===== src/rtl/core/coordinate_message_parser_assert.svh =====
// assertion macros shared by the parser modules
`ifndef COORDINATE_MESSAGE_PARSER_ASSERT_SVH
`define COORDINATE_MESSAGE_PARSER_ASSERT_SVH

// same-cycle implication, checked outside reset
`define CMP_ASSERT_NOW(label, ante, cons, msg) \
  label: assert property (@(posedge clk) disable iff (rst) (ante) |-> (cons)) \
    else $error(msg);

// next-cycle implication, checked outside reset
`define CMP_ASSERT_NEXT(label, ante, cons, msg) \
  label: assert property (@(posedge clk) disable iff (rst) (ante) |=> (cons)) \
    else $error(msg);

`endif


===== src/rtl/core/cmp_pkg.sv =====
package cmp_pkg;

  // fixed field widths
  localparam int FRAC_DIGITS = 6;
  localparam int FC_W   = 3;
  localparam int MAG_W  = 28;
  localparam int LAT_W  = 28;
  localparam int LON_W  = 29;
  localparam int ST_W   = 3;
  localparam int POW_W  = 24;
  localparam int PROD_W = MAG_W + POW_W;
  localparam int ACC_W  = 32;
  localparam int OUT_W  = ST_W + LAT_W + LON_W;
  localparam int OUT_BYTES_W = ((OUT_W + 7) / 8) * 8;

  // byte queue between front and back
  localparam int QDEPTH = 4;
  localparam int QPTR_W = $clog2(QDEPTH);
  localparam int QCNT_W = $clog2(QDEPTH + 1);

  // result status codes
  localparam logic [ST_W-1:0] ST_OK         = 3'd0;
  localparam logic [ST_W-1:0] ST_NO_SEP     = 3'd1;
  localparam logic [ST_W-1:0] ST_BAD_PREFIX = 3'd2;
  localparam logic [ST_W-1:0] ST_LAT_BAD    = 3'd3;
  localparam logic [ST_W-1:0] ST_LON_BAD    = 3'd4;

  // characters
  localparam logic [7:0] CH_SEMI  = 8'h3b;
  localparam logic [7:0] CH_DOT   = 8'h2e;
  localparam logic [7:0] CH_MINUS = 8'h2d;
  localparam logic [7:0] CH_ZERO  = 8'h30;
  localparam logic [7:0] CH_NINE  = 8'h39;

  localparam int LAT_PFX_LEN = 4;
  localparam int LON_PFX_LEN = 5;
  // "lat " and "long "
  localparam logic [7:0] LAT_PFX [LAT_PFX_LEN] = '{8'h6c, 8'h61, 8'h74, 8'h20};
  localparam logic [7:0] LON_PFX [LON_PFX_LEN] = '{8'h6c, 8'h6f, 8'h6e, 8'h67, 8'h20};

  function automatic logic [POW_W-1:0] pow10(input logic [FC_W-1:0] n);
    logic [POW_W-1:0] r;
    case (n)
      3'd0:    r = 24'd1;
      3'd1:    r = 24'd10;
      3'd2:    r = 24'd100;
      3'd3:    r = 24'd1000;
      3'd4:    r = 24'd10000;
      3'd5:    r = 24'd100000;
      3'd6:    r = 24'd1000000;
      default: r = 24'd10000000;
    endcase
    return r;
  endfunction

  localparam logic [POW_W-1:0]  SCALE     = pow10(FC_W'(FRAC_DIGITS));
  localparam logic [ACC_W-1:0]  NUM_CAP   = ACC_W'(180) * ACC_W'(SCALE);
  localparam logic [PROD_W-1:0] LAT_LIMIT = PROD_W'(90) * PROD_W'(SCALE);
  localparam logic [PROD_W-1:0] LON_LIMIT = PROD_W'(180) * PROD_W'(SCALE);

  typedef enum logic [2:0] {
    CL_DIGIT, CL_DOT, CL_MINUS, CL_SEMI, CL_OTHER
  } tok_class_t;

  typedef struct packed {
    logic [7:0] byte_val;
    tok_class_t cls;
    logic       last;
  } tok_t;

  typedef enum logic [2:0] {
    PH_LAT_PREFIX, PH_LAT_NUM, PH_LON_PREFIX, PH_LON_NUM, PH_WAIT_SEP, PH_DRAIN
  } phase_t;

  typedef enum logic [1:0] {
    FIN_NO_SEP, FIN_BAD_PREFIX, FIN_NUMBERS
  } fin_kind_t;

  typedef struct packed {
    logic [MAG_W-1:0] mag;
    logic [FC_W-1:0]  fc;
    logic             neg;
    logic             ovf;
  } num_t;

  typedef struct packed {
    fin_kind_t kind;
    logic      check_lat;
    num_t      lat;
    num_t      lon;
  } fin_req_t;

endpackage


===== src/rtl/core/cmp_front.sv =====
module cmp_front
  import cmp_pkg::*;
(
  input  logic       clk,
  input  logic       rst,
  input  logic       in_valid,
  input  logic [7:0] in_data,
  input  logic       in_last,
  input  logic       q_full,
  output logic       in_ready,
  output logic       push,
  output tok_t       tok
);

  tok_class_t cls;

  always_comb begin
    if (in_data >= CH_ZERO && in_data <= CH_NINE) begin
      cls = CL_DIGIT;
    end else if (in_data == CH_DOT) begin
      cls = CL_DOT;
    end else if (in_data == CH_MINUS) begin
      cls = CL_MINUS;
    end else if (in_data == CH_SEMI) begin
      cls = CL_SEMI;
    end else begin
      cls = CL_OTHER;
    end
  end

  assign in_ready = !q_full && !rst;
  assign push     = in_valid && in_ready;

  assign tok.byte_val = in_data;
  assign tok.cls      = cls;
  assign tok.last     = in_last;

  // clk is only used by the checker below
  `include "coordinate_message_parser_assert.svh"

  `CMP_ASSERT_NOW(a_front_no_push_full, push, !q_full, "push while queue full")
  `CMP_ASSERT_NOW(a_front_digit_class, push && cls == CL_DIGIT, in_data[7:4] == 4'h3, "bad digit class")
  `CMP_ASSERT_NOW(a_front_semi_class, push && in_data == CH_SEMI, cls == CL_SEMI, "separator misclassified")

endmodule


===== src/rtl/core/cmp_queue.sv =====
module cmp_queue
  import cmp_pkg::*;
(
  input  logic clk,
  input  logic rst,
  input  logic push,
  input  tok_t wr_tok,
  input  logic pop,
  output logic full,
  output logic not_empty,
  output tok_t rd_tok
);

  tok_t              slots [QDEPTH];
  logic [QPTR_W-1:0] wr_ptr;
  logic [QPTR_W-1:0] rd_ptr;
  logic [QCNT_W-1:0] count;

  assign full      = (count == QCNT_W'(QDEPTH));
  assign not_empty = (count != '0);
  assign rd_tok    = slots[rd_ptr];

  always_ff @(posedge clk) begin
    if (push) begin
      slots[wr_ptr] <= wr_tok;
    end
  end

  always_ff @(posedge clk) begin
    if (rst) begin
      wr_ptr <= '0;
      rd_ptr <= '0;
      count  <= '0;
    end else begin
      if (push) begin
        wr_ptr <= wr_ptr + 1'b1;
      end
      if (pop) begin
        rd_ptr <= rd_ptr + 1'b1;
      end
      if (push && !pop) begin
        count <= count + 1'b1;
      end else if (pop && !push) begin
        count <= count - 1'b1;
      end
    end
  end

  `include "coordinate_message_parser_assert.svh"

  `CMP_ASSERT_NOW(a_q_no_pop_empty, pop, count != '0, "pop from empty queue")
  `CMP_ASSERT_NOW(a_q_cnt_max, 1'b1, count <= QCNT_W'(QDEPTH), "queue count over depth")
  `CMP_ASSERT_NEXT(a_q_cnt_up, push && !pop, count == $past(count) + 1'b1, "count missed push")
  `CMP_ASSERT_NEXT(a_q_cnt_dn, pop && !push, count == $past(count) - 1'b1, "count missed pop")

endmodule


===== src/rtl/core/cmp_back.sv =====
module cmp_back
  import cmp_pkg::*;
(
  input  logic     clk,
  input  logic     rst,
  input  logic     tok_valid,
  input  tok_t     tok,
  input  logic     req_ready,
  output logic     tok_pop,
  output logic     req_valid,
  output fin_req_t req
);

  phase_t           phase, phase_next;
  logic [2:0]       prefix_pos, prefix_pos_next;
  num_t             num, num_next;
  logic             point_seen, point_seen_next;
  logic             first_of_number, first_next;
  num_t             lat, lat_next;
  logic             lat_done, lat_done_next;

  // number state after this byte
  num_t             nb;
  logic             nb_point, take;
  logic [ACC_W-1:0] acc;

  always_comb begin
    nb       = num;
    nb_point = point_seen;
    take     = 1'b1;
    acc      = {{(ACC_W-MAG_W){1'b0}}, num.mag};
    case (tok.cls)
      CL_MINUS: begin
        if (first_of_number) begin
          nb.neg = 1'b1;
        end
      end
      CL_DIGIT: begin
        if (point_seen) begin
          if (num.fc < FC_W'(FRAC_DIGITS)) begin
            nb.fc = num.fc + 1'b1;
          end else begin
            take = 1'b0;
          end
        end
        acc = (acc << 3) + (acc << 1) + ACC_W'(tok.byte_val[3:0]);
        if (take && !num.ovf) begin
          nb.mag = acc[MAG_W-1:0];
          if (acc > NUM_CAP) begin
            nb.ovf = 1'b1;
          end
        end
      end
      CL_DOT:  nb_point = 1'b1;
      default: nb.ovf = 1'b1;
    endcase
  end

  // next state
  always_comb begin
    phase_next      = phase;
    prefix_pos_next = prefix_pos;
    num_next        = num;
    point_seen_next = point_seen;
    first_next      = first_of_number;
    lat_next        = lat;
    lat_done_next   = lat_done;
    case (phase)
      PH_LAT_PREFIX: begin
        if (tok.byte_val == LAT_PFX[prefix_pos[1:0]]) begin
          if (prefix_pos == 3'(LAT_PFX_LEN - 1)) begin
            phase_next      = PH_LAT_NUM;
            prefix_pos_next = '0;
            num_next        = '0;
            point_seen_next = 1'b0;
            first_next      = 1'b1;
          end else begin
            prefix_pos_next = prefix_pos + 1'b1;
          end
        end else begin
          phase_next = (tok.cls == CL_SEMI) ? PH_DRAIN : PH_WAIT_SEP;
        end
      end
      PH_LAT_NUM: begin
        if (tok.cls == CL_SEMI) begin
          lat_next        = num;
          lat_done_next   = 1'b1;
          phase_next      = PH_LON_PREFIX;
          prefix_pos_next = '0;
        end else begin
          num_next        = nb;
          point_seen_next = nb_point;
          first_next      = 1'b0;
        end
      end
      PH_LON_PREFIX: begin
        if (tok.byte_val == LON_PFX[prefix_pos]) begin
          if (prefix_pos == 3'(LON_PFX_LEN - 1)) begin
            phase_next      = PH_LON_NUM;
            prefix_pos_next = '0;
            num_next        = '0;
            point_seen_next = 1'b0;
            first_next      = 1'b1;
          end else begin
            prefix_pos_next = prefix_pos + 1'b1;
          end
        end else begin
          phase_next = PH_DRAIN;
        end
      end
      PH_LON_NUM: begin
        num_next        = nb;
        point_seen_next = nb_point;
        first_next      = 1'b0;
      end
      PH_WAIT_SEP: begin
        if (tok.cls == CL_SEMI) begin
          phase_next = PH_DRAIN;
        end
      end
      default: phase_next = phase;
    endcase
  end

  // outputs
  always_comb begin
    tok_pop       = tok_valid && (!tok.last || req_ready);
    req_valid     = tok_pop && tok.last;
    req.check_lat = lat_done_next;
    req.lat       = lat_next;
    req.lon       = num_next;
    case (phase_next)
      PH_LON_PREFIX, PH_DRAIN: req.kind = FIN_BAD_PREFIX;
      PH_LON_NUM:              req.kind = FIN_NUMBERS;
      default:                 req.kind = FIN_NO_SEP;
    endcase
  end

  always_ff @(posedge clk) begin
    if (rst || (tok_pop && tok.last)) begin
      phase           <= PH_LAT_PREFIX;
      prefix_pos      <= '0;
      num             <= '0;
      point_seen      <= 1'b0;
      first_of_number <= 1'b1;
      lat             <= '0;
      lat_done        <= 1'b0;
    end else if (tok_pop) begin
      phase           <= phase_next;
      prefix_pos      <= prefix_pos_next;
      num             <= num_next;
      point_seen      <= point_seen_next;
      first_of_number <= first_next;
      lat             <= lat_next;
      lat_done        <= lat_done_next;
    end
  end

  `include "coordinate_message_parser_assert.svh"

  `CMP_ASSERT_NOW(a_back_req_ready, req_valid, req_ready, "request dropped")
  `CMP_ASSERT_NEXT(a_back_restart, tok_pop && tok.last, phase == PH_LAT_PREFIX && !lat_done, "no restart after message")
  `CMP_ASSERT_NOW(a_back_lat_done, lat_done, phase == PH_LON_PREFIX || phase == PH_LON_NUM || phase == PH_DRAIN, "latitude latched in wrong phase")

endmodule


===== src/rtl/core/cmp_finish.sv =====
module cmp_finish
  import cmp_pkg::*;
(
  input  logic             clk,
  input  logic             rst,
  input  logic             req_valid,
  input  fin_req_t         req,
  output logic             req_ready,
  output logic             out_valid,
  input  logic             out_ready,
  output logic [ST_W-1:0]  status,
  output logic [LAT_W-1:0] lat_micro,
  output logic [LON_W-1:0] lon_micro
);

  // stage a: captured request
  logic              a_valid;
  fin_req_t          a_req;
  // stage b: scaled magnitudes
  logic              b_valid;
  fin_kind_t         b_kind;
  logic              b_check_lat;
  logic [PROD_W-1:0] b_lat_prod, b_lon_prod;
  logic              b_lat_neg, b_lon_neg, b_lat_ovf, b_lon_ovf;

  logic              a_ready, b_ready, c_ready;
  logic              lat_bad, lon_bad;
  logic [ST_W-1:0]   st_calc;

  assign c_ready   = !out_valid || out_ready;
  assign b_ready   = !b_valid || c_ready;
  assign a_ready   = !a_valid || b_ready;
  assign req_ready = a_ready;

  always_ff @(posedge clk) begin
    if (rst) begin
      a_valid <= 1'b0;
      b_valid <= 1'b0;
      out_valid <= 1'b0;
    end else begin
      if (a_ready) begin
        a_valid <= req_valid;
      end
      if (b_ready) begin
        b_valid <= a_valid;
      end
      if (c_ready) begin
        out_valid <= b_valid;
      end
    end
  end

  always_ff @(posedge clk) begin
    if (a_ready && req_valid) begin
      a_req <= req;
    end
  end

  always_ff @(posedge clk) begin
    if (b_ready && a_valid) begin
      b_kind      <= a_req.kind;
      b_check_lat <= a_req.check_lat;
      b_lat_prod  <= PROD_W'(a_req.lat.mag)
                   * PROD_W'(pow10(FC_W'(FRAC_DIGITS) - a_req.lat.fc));
      b_lon_prod  <= PROD_W'(a_req.lon.mag)
                   * PROD_W'(pow10(FC_W'(FRAC_DIGITS) - a_req.lon.fc));
      b_lat_neg   <= a_req.lat.neg;
      b_lon_neg   <= a_req.lon.neg;
      b_lat_ovf   <= a_req.lat.ovf;
      b_lon_ovf   <= a_req.lon.ovf;
    end
  end

  // a bad latitude outranks any later error
  always_comb begin
    lat_bad = b_lat_ovf || (b_lat_prod > LAT_LIMIT);
    lon_bad = b_lon_ovf || (b_lon_prod > LON_LIMIT);
    if (b_kind == FIN_NO_SEP) begin
      st_calc = ST_NO_SEP;
    end else if (b_check_lat && lat_bad) begin
      st_calc = ST_LAT_BAD;
    end else if (b_kind == FIN_BAD_PREFIX) begin
      st_calc = ST_BAD_PREFIX;
    end else if (lon_bad) begin
      st_calc = ST_LON_BAD;
    end else begin
      st_calc = ST_OK;
    end
  end

  always_ff @(posedge clk) begin
    if (c_ready && b_valid) begin
      status <= st_calc;
      if (st_calc == ST_OK) begin
        lat_micro <= b_lat_neg ? LAT_W'(0) - b_lat_prod[LAT_W-1:0] : b_lat_prod[LAT_W-1:0];
        lon_micro <= b_lon_neg ? LON_W'(0) - b_lon_prod[LON_W-1:0] : b_lon_prod[LON_W-1:0];
      end else begin
        lat_micro <= '0;
        lon_micro <= '0;
      end
    end
  end

  `include "coordinate_message_parser_assert.svh"

  `CMP_ASSERT_NEXT(a_fin_hold_b, b_valid && !c_ready, b_valid, "stage b lost under stall")
  `CMP_ASSERT_NOW(a_fin_zero_err, out_valid && status != ST_OK, lat_micro == '0 && lon_micro == '0, "payload not cleared on error")
  `CMP_ASSERT_NOW(a_fin_status_range, out_valid, status <= ST_LON_BAD, "status code out of range")

endmodule


===== src/rtl/core/coordinate_message_parser.sv =====
// coordinate message parser: takes "lat <num>;long <num>" one ASCII byte per
// request on the s_axis side, tlast on the final byte, and returns one result
// per message on the m_axis side: status (0 ok, 1 no separator, 2 bad prefix,
// 3 latitude invalid, 4 longitude invalid) plus latitude and longitude in
// millionths of a degree, both zero unless status is ok. bytes are taken one
// per clock, back to back, as long as the 4-entry byte queue has room; the
// per-byte parser step (one shift-add accumulate and compare) sets that rate.
// after the last byte is taken, the parser pops it from the byte queue and
// the finish pipeline captures its request on that same edge; the scaling
// multiply and then the range check into the output register are each
// registered stages. the output register lets the next message stream in
// while a result waits for m_axis_tready.
module coordinate_message_parser
  import cmp_pkg::*;
(
  input  logic                   clk,
  input  logic                   rst,
  // byte side
  input  logic                   s_axis_tvalid,
  output logic                   s_axis_tready,
  input  logic [7:0]             s_axis_tdata,   // [7:0] byte_in
  input  logic                   s_axis_tlast,   // is_last
  // result side
  output logic                   m_axis_tvalid,
  input  logic                   m_axis_tready,
  output logic [OUT_BYTES_W-1:0] m_axis_tdata    // [2:0] status, [30:3] lat_micro,
                                                 // [59:31] lon_micro, rest zero
);

  // front to queue
  logic     q_push, q_full, q_not_empty, q_pop;
  tok_t     q_wr_tok, q_rd_tok;
  // back to finish request
  logic     req_valid, req_ready;
  fin_req_t req;

  logic [ST_W-1:0]  status;
  logic [LAT_W-1:0] lat_micro;
  logic [LON_W-1:0] lon_micro;

  // classify each byte and push it into the queue
  cmp_front u_front (
    .clk      (clk),
    .rst      (rst),
    .in_valid (s_axis_tvalid),
    .in_data  (s_axis_tdata),
    .in_last  (s_axis_tlast),
    .q_full   (q_full),
    .in_ready (s_axis_tready),
    .push     (q_push),
    .tok      (q_wr_tok)
  );

  // short queue so front and parser stall on their own
  cmp_queue u_queue (
    .clk       (clk),
    .rst       (rst),
    .push      (q_push),
    .wr_tok    (q_wr_tok),
    .pop       (q_pop),
    .full      (q_full),
    .not_empty (q_not_empty),
    .rd_tok    (q_rd_tok)
  );

  // prefix matching and number accumulation, one request per message end
  cmp_back u_back (
    .clk       (clk),
    .rst       (rst),
    .tok_valid (q_not_empty),
    .tok       (q_rd_tok),
    .req_ready (req_ready),
    .tok_pop   (q_pop),
    .req_valid (req_valid),
    .req       (req)
  );

  // scale, range check, sign and output register
  cmp_finish u_finish (
    .clk       (clk),
    .rst       (rst),
    .req_valid (req_valid),
    .req       (req),
    .req_ready (req_ready),
    .out_valid (m_axis_tvalid),
    .out_ready (m_axis_tready),
    .status    (status),
    .lat_micro (lat_micro),
    .lon_micro (lon_micro)
  );

  // pack fields from the lowest bit up, zero fill to whole bytes
  assign m_axis_tdata = {{(OUT_BYTES_W-OUT_W){1'b0}}, lon_micro, lat_micro, status};

endmodule

===== config.mk =====
export PLATFORM = sky130hd
export DESIGN_NAME = coordinate_message_parser
export DESIGN_NICKNAME = d
export VERILOG_FILES = /design/src/rtl/core/cmp_pkg.sv /design/src/rtl/core/cmp_front.sv /design/src/rtl/core/cmp_queue.sv /design/src/rtl/core/cmp_back.sv /design/src/rtl/core/cmp_finish.sv /design/src/rtl/core/coordinate_message_parser.sv
export VERILOG_INCLUDE_DIRS = /design/src /design/src/rtl/core
export SDC_FILE = /design/constraint.sdc
export NUM_CORES = 2
export LEC_CHECK = 0
export BUFFER_PORTS_ARGS = -buffer_cell sky130_fd_sc_hd__buf_2
export CAP_MARGIN = 20
export CORE_ASPECT_RATIO = 1.2
export CORE_MARGIN = 1.5
export CORE_UTILIZATION = 40
export CTS_BUF_LIST = sky130_fd_sc_hd__clkbuf_4 sky130_fd_sc_hd__clkbuf_8 sky130_fd_sc_hd__clkbuf_16
export CTS_CLUSTER_DIAMETER = 200
export DETAILED_ROUTE_END_ITERATION = 16
export PLACE_DENSITY = 0.66
export REMOVE_ABC_BUFFERS = 1
export SKIP_CTS_REPAIR_TIMING = 1
export SKIP_LAST_GASP = 1
export SLEW_MARGIN = 20
export SYNTH_ARGS = -nofsm -noshare
export SYNTH_HDL_FRONTEND = slang
export SYNTH_HIERARCHICAL = 1
export SYNTH_SLANG_ARGS = --single-unit

===== constraint.sdc =====
create_clock -name clk -period 9.2 [get_ports clk]
set_input_delay 0.92 -clock clk [delete_from_list [all_inputs] [get_ports clk]]
set_output_delay 0.92 -clock clk [all_outputs]
set_load 0.1 [all_outputs]

Yosys cells after proc, flatten, opt, wreduce, memory -nomap -nowiden

Memory sizes are Yosys's and may differ from the RTL's. A register that Yosys moved wholly into a read port is not among the register bits.
Cells that the tools add are included.

Register bits after elaboration: 325
Bits in latches: 0
Memory bits (writable): 48
Memory bits (read-only): 64
Input port bits: 13
Output and inout bits: 66
Memories kept: 2

$add $sub $neg: 12
Multiply operators: 2
Div/mod/pow operators: 0
$lt $le $gt $ge: 8
Equality and inequality tests: 37
Shift-type cells: 0
Muxes and demuxes: 75
Bitwise gates (word level): 2
Reduce and logical (&&, ||, !) cells: 42

Memories:

| name             | words | bits a word | rd ports | clocked after Yosys merged registers in | wr ports | RTL line        | RTL |
|---|---|---|---|---|---|---|---|
| (name not given) | 8     | 8           | 1        | 0                                       | 0        | cmp_back.sv:97  | `if (tok.byte_val == LON_PFX[prefix_pos]) begin` |
| u_queue.slots    | 4     | 12          | 1        | 1                                       | 1        | cmp_queue.sv:14 | `tok_t slots [QDEPTH];` |

Operators by type and width:

| operator                | count |
|---|---|
| $pmux W24 S7            | 2 |
| $mux W33                | 7 |
| $pmux W33 S4            | 1 |
| $mul A28 B24 Y52        | 2 |
| $mux W3                 | 23 |
| $mux W28                | 2 |
| $gt A52 B27 Y1 const B  | 1 |
| $gt A52 B28 Y1 const B  | 1 |
| $mux W24                | 2 |
| $eq A3 B2 Y1 const B    | 11 |
| $add A31 B29 Y32        | 1 |
| $add A32 B4 Y32         | 1 |
| $gt A32 B28 Y1 const B  | 1 |
| $mux W8                 | 4 |
| $mux W31                | 1 |
| $eq A3 B3 Y1 const B    | 10 |
| $mux W29                | 1 |
| $sub A1 B29 Y29 const A | 1 |
| $sub A1 B28 Y28 const A | 1 |
| $eq A8 B6 Y1 const B    | 3 |
| $mux W1                 | 23 |
| $bmux W8 S2             | 1 |
| $eq A8 B8 Y1            | 2 |
| $logic_not A3 Y1        | 5 |
| other kinds (31)        | 71 |

Depth between registers and ports, before layout

Depth in word-level cells: 10
Mapped depth: 31

By module

The synthesis kept the hierarchy.

Modules (own cells, without submodules):

| module                    | times used | cells each | area each (µm²) |
|---|---|---|---|
| cmp_finish                | 1          | 4912       | 48285.1 |
| cmp_back                  | 1          | 826        | 6372.4 |
| cmp_queue                 | 1          | 106        | 2165.8 |
| cmp_front                 | 1          | 27         | 187.7 |
| coordinate_message_parser | 1          | 5          | 33.8 |

Worst setup path after synthesis

OpenSTA, ideal clock, no wires.

Path type: input port to flip-flop
Start point: input m_axis_tready
End point: register u_finish.b_check_lat, enable pin
Arrival time: 9045 ps
Data required time: 8450 ps
Slack: -596 ps
Stages on the path: 2
Buffers on the path: 0
Cells stage by stage: nor2b_1 -> a21boi_0

Longest elaborated chain between the ends: 3

RTL lines:

| item                   | RTL line                        | RTL |
|---|---|---|
| start: declaration     | coordinate_message_parser.sv:25 | `input logic m_axis_tready,` |
| $logic_or A1 B1 Y1     | cmp_finish.sv:30                | `assign c_ready = !out_valid \|\| out_ready;` |
| $logic_or A1 B1 Y1     | cmp_finish.sv:31                | `assign b_ready = !b_valid \|\| c_ready;` |
| $logic_and A1 B1 Y1    | cmp_finish.sv:60                | `if (b_ready && a_valid) begin` |
| end signal: assignment | cmp_finish.sv:62                | `b_check_lat <= a_req.check_lat;` |
| end: declaration       | cmp_finish.sv:22                | `logic b_check_lat;` |

Every way passes these cells.
A chain may end at the register's enable or synchronous reset.

Worst setup path in the final report

Start point: register u_finish/a_req[2] in the netlist's numbering
End point: register u_finish.b_lon_prod[45] (data pin)

Longest elaborated chain between the ends: 5
Elaborated cells on any way between the ends: 11
Those cells by class: 1 x add/sub; 1 x mul; 6 x eq/ne; 2 x mux; 1 x reduce/logical

RTL lines:

| item                                 | RTL line         | RTL |
|---|---|---|
| start: declaration                   | cmp_finish.sv:18 | `fin_req_t a_req;` |
| start signal: assignment             | cmp_finish.sv:55 | `a_req <= req;` |
| $sub A3 B3 Y3 (*)                    | cmp_finish.sv:66 | `* PROD_W'(pow10(FC_W'(FRAC_DIGITS) - a_req.lon.fc));` |
| $eq A3 B3 Y1 (tied with other cells) | cmp_pkg.sv:43    | `case (n)` |
| $pmux W24 S7 (*)                     | cmp_pkg.sv:43    |  |
| $mux W24 (*)                         | cmp_finish.sv:60 |  |
| $mul A28 B24 Y52 (*)                 | cmp_finish.sv:66 |  |
| end signal: assignment               | cmp_finish.sv:65 | `b_lon_prod <= PROD_W'(a_req.lon.mag)` |
| end: declaration                     | cmp_finish.sv:23 | `logic [PROD_W-1:0] b_lat_prod, b_lon_prod;` |

Every way passes the cells marked *; elsewhere a longest branch is shown, timed or not. The select of a mux whose other input is x is not followed.

==> results.toml <==
[status]
outcome = "finished clean"

[floorplanning]
die_w_um = 347.7
rows = 151
dieHeight_um = 416.7
dieArea_um2 = 144900
ios = 79
initial_core_util = 0.4037
core_um2 = 141300

[critical_path]
crit_fanout = 25
crit_arrival_ps = 8870
end_kind = "flip-flop"
r2r_setup_slack_ps = 680
reg2reg_to = "u_finish/b_lon_prod[45]$_DFFE_PP_"
ff2ff_path_depth = 24
rr_startpoint = "u_finish/a_req[2]$_DFFE_PP_"
required_ps = 9550
cp-start-kind = "flip-flop"
worstSetupPathType = "flip-flop to flip-flop"

[clocking]
clock_latency_ps = 610
cts_buffer_depth = 3
clkSlewWorstSetupHoldPaths_ps = 70
cts_inserted_buffers = 43
cts_num_sinks = 375
htreeDepth = 2
cts_tree = "yes"
cts-root-buf = "clkbuf_16"

[sta]
skew_ps = 24.09
rsz0062_at_grt = "false"
max_clock_freq_mhz = 117.4
drv_slew = 0
fin_crit_sh = 0.9258
relSlewSlack = 0.2395
worst-slew-pin-transition_ps = 1141
finalCriticalPeriod_ps = 8517
setup_viol = 0
fin_hold_ws_ps = 422.5
hold_viol = 0

[detailed_routing]
drt_wl_total_um = 152900
vias = 40560
post-route-drc-count = 0
vias_per_cell = 5.271
wl_per_cell_um = 19.87
ant_nets = 0
drtPass1Iterations = 6
drtIter0Drc = 2925

[synthesis]
synth_top_cell_area_share = 0.3443
synth_ff_type = "edfxtp_1"
yosysSeqAreaShare = 0.1821
synth_xor_area_frac = 0.02564
syn_inst = 5876
synthSimpleGateAreaFrac = 0.1479
synth_top_area_cell = "fa_1"
synth_compound_area_frac = 0.07273
ys_ff_latch = 375
ys_top_cells_by_area = "fa_1 34%, edfxtp_1 15%, ha_1 11%"
synth_common_cells = "1,287 x inv_1, 981 x fa_1, 512 x ha_1"
syn-cell-area_um2 = 57040
synthAdderAreaFrac = 0.4566
synthMuxAreaShare = 0.01294
yosysWarnings = 6
ys_types = 93
post-synth-top-count-cell = "inv_1"
synth_top_family_by_area = "adder cells"
async_reset_ff_frac = 0
syn_avg_cell_area_um2 = 9.708
synth_edf_count = 288

[min_path]
holdPathEnd = "u_finish/b_lon_ovf$_DFFE_PP_"
hp-start = "u_finish/a_req[0]$_DFFE_PP_"
hold_class = "flip-flop to flip-flop"
hold_depth = 0

[grt]
gr-total-overflow = 0
grt_max_degree = 75
grt_usage = 0.2177
grt_pass1_vias = 43840
grt_first_pass_wirelength_um = 245600
antenna_found_initial = 4

[place]
place.gp.congestion = 0.9482
io_buffers = 74
hpwl_um = 126300

[final_layout]
drive_above_1_share = 0.06403
num-nets-final = 7328
syn_to_final_growth_pct = 6.503
fill_cells = 13570

[flow_run]
cap_violations = 0
==> worst max path at each step <==
stage | startpoint | to | slack [ps] | cells past startpoint
floorplan | m_axis_tready | u_finish/b_check_lat$_DFFE_PP_ | -600 | 2
global placement | u_finish/a_req[2]$_DFFE_PP_ | u_finish/b_lon_prod[51]$_DFFE_PP_ | 650 | 24
detailed placement | u_finish/a_req[36]$_DFFE_PP_ | u_finish/b_lat_prod[46]$_DFFE_PP_ | 760 | 27
CTS | u_finish/a_req[36]$_DFFE_PP_ | u_finish/b_lat_prod[46]$_DFFE_PP_ | 740 | 27
global route | u_finish/a_req[3]$_DFFE_PP_ | u_finish/b_lon_prod[36]$_DFFE_PP_ | 260 | 26
finish | u_finish/a_req[2]$_DFFE_PP_ | u_finish/b_lon_prod[45]$_DFFE_PP_ | 680 | 24
==> per-stage QoR <==
step	area [µm²]	utilization	cells	setup TNS [ps]	setup WS (ps)
floorplan	56070	-	5644	-66140	-595.9
global placement	59290	0.4195	7613	0	649.4
detailed placement	59290	0.4195	7613	0	755.8
CTS	60750	0.4299	7693	0	738.5
global route	60750	0.4299	7693	0	263.1
finish	60750	0.4299	7695	0	682.9
==> layout by cell type, fill, tap and decap left out, drive strengths merged, types with 51 or more instances in the layout <==
cell,netlist,layout
inv,1287,1296
edfxtp,288,288
nor2b,78,78
clkbuf,201,51
or2,65,65
fa,981,981
a21o,58,58
xnor2,88,88
nor2,229,229
nand2,494,494
and3,99,99
o21ai,124,124
ha,512,512
buf,34,133
xor2,79,79
and2,420,420
a21oi,213,213
dfxtp,87,87
==> flip-flops by register name, indices dropped and copies added, names as in the netlist, 2 cells and up, named ones only <==
signal / cells
u_finish/lon_micro: 29
u_queue/wr_ptr: 2
u_back/num: 33
u_queue/count: 3
u_finish/status: 3
u_back/lat: 33
u_finish/a_req: 69
u_finish/b_lat_prod: 52
u_queue/slots: 48
u_queue/rd_ptr: 2
u_finish/lat_micro: 28
u_back/prefix_pos: 3
u_finish/b_kind: 2
u_finish/b_lon_prod: 52
u_back/phase: 3
==> critical path, cell delays in order, from the launching register on <==
cell      delay, ps
edfxtp_1        680
buf_4           380
a21boi_2        620
buf_4           280
nand2_1          90
fa_1            590
fa_1            450
fa_1            530
fa_1            510
inv_1            50
fa_1            490
fa_1            530
inv_1            70
fa_1            550
inv_1            50
ha_1            430
nand3_1         160
or3_1           400
a21o_1          160
a31oi_1         260
o21ai_1         180
o21ai_0         320
a221o_1         240
a31oi_1         110
xnor2_1         140
==> routing by layer <==
| layer | part of all wire | vias to the layer above | wire, µm | global-route usage |
|---|---|---|---|---|
| met1 | 0.40 | 20550 | 60990 | 0.2704 |
| met4 | 0.054 | 0 | 8233 | 0.1020 |
| met3 | 0.052 | 362 | 7945 | 0.02201 |
| met5 | 0 | - | 0 | 0 |
| li1 | - | 18300 | - | - |
| met2 | 0.50 | 1338 | 75770 | 0.3798 |
==> cell families after synthesis <==
kind of cell             count (synthesis)
AO/OA/AOI/OAI                          636
XOR/XNOR                               167
adder cells (fa/ha/maj)               1493
buffers and inverters                 1522
flip-flops                             375
multiplexers                            54
other                                    1
AND/OR/NAND/NOR                       1628
==> layout make-up <==
class / count / area, µm² / share of cell area
clock inverters: 29 / 310.3 / 0.005107
clock buffers: 51 / 1149 / 0.01891
multi-input cells: 3982 / 40930 / 0.6738
well taps: 1836 / 2297 / 0.03781
flip-flops and latches: 375 / 10390 / 0.1710
inverters: 1287 / 4831 / 0.07951
repair buffers: 133 / 838.3 / 0.01380
diodes: 2 / 5.005 / 0.00008238
Power is not shown: default switching activity piles up to over one toggle a cycle in this logic, so the estimate is an artifact.
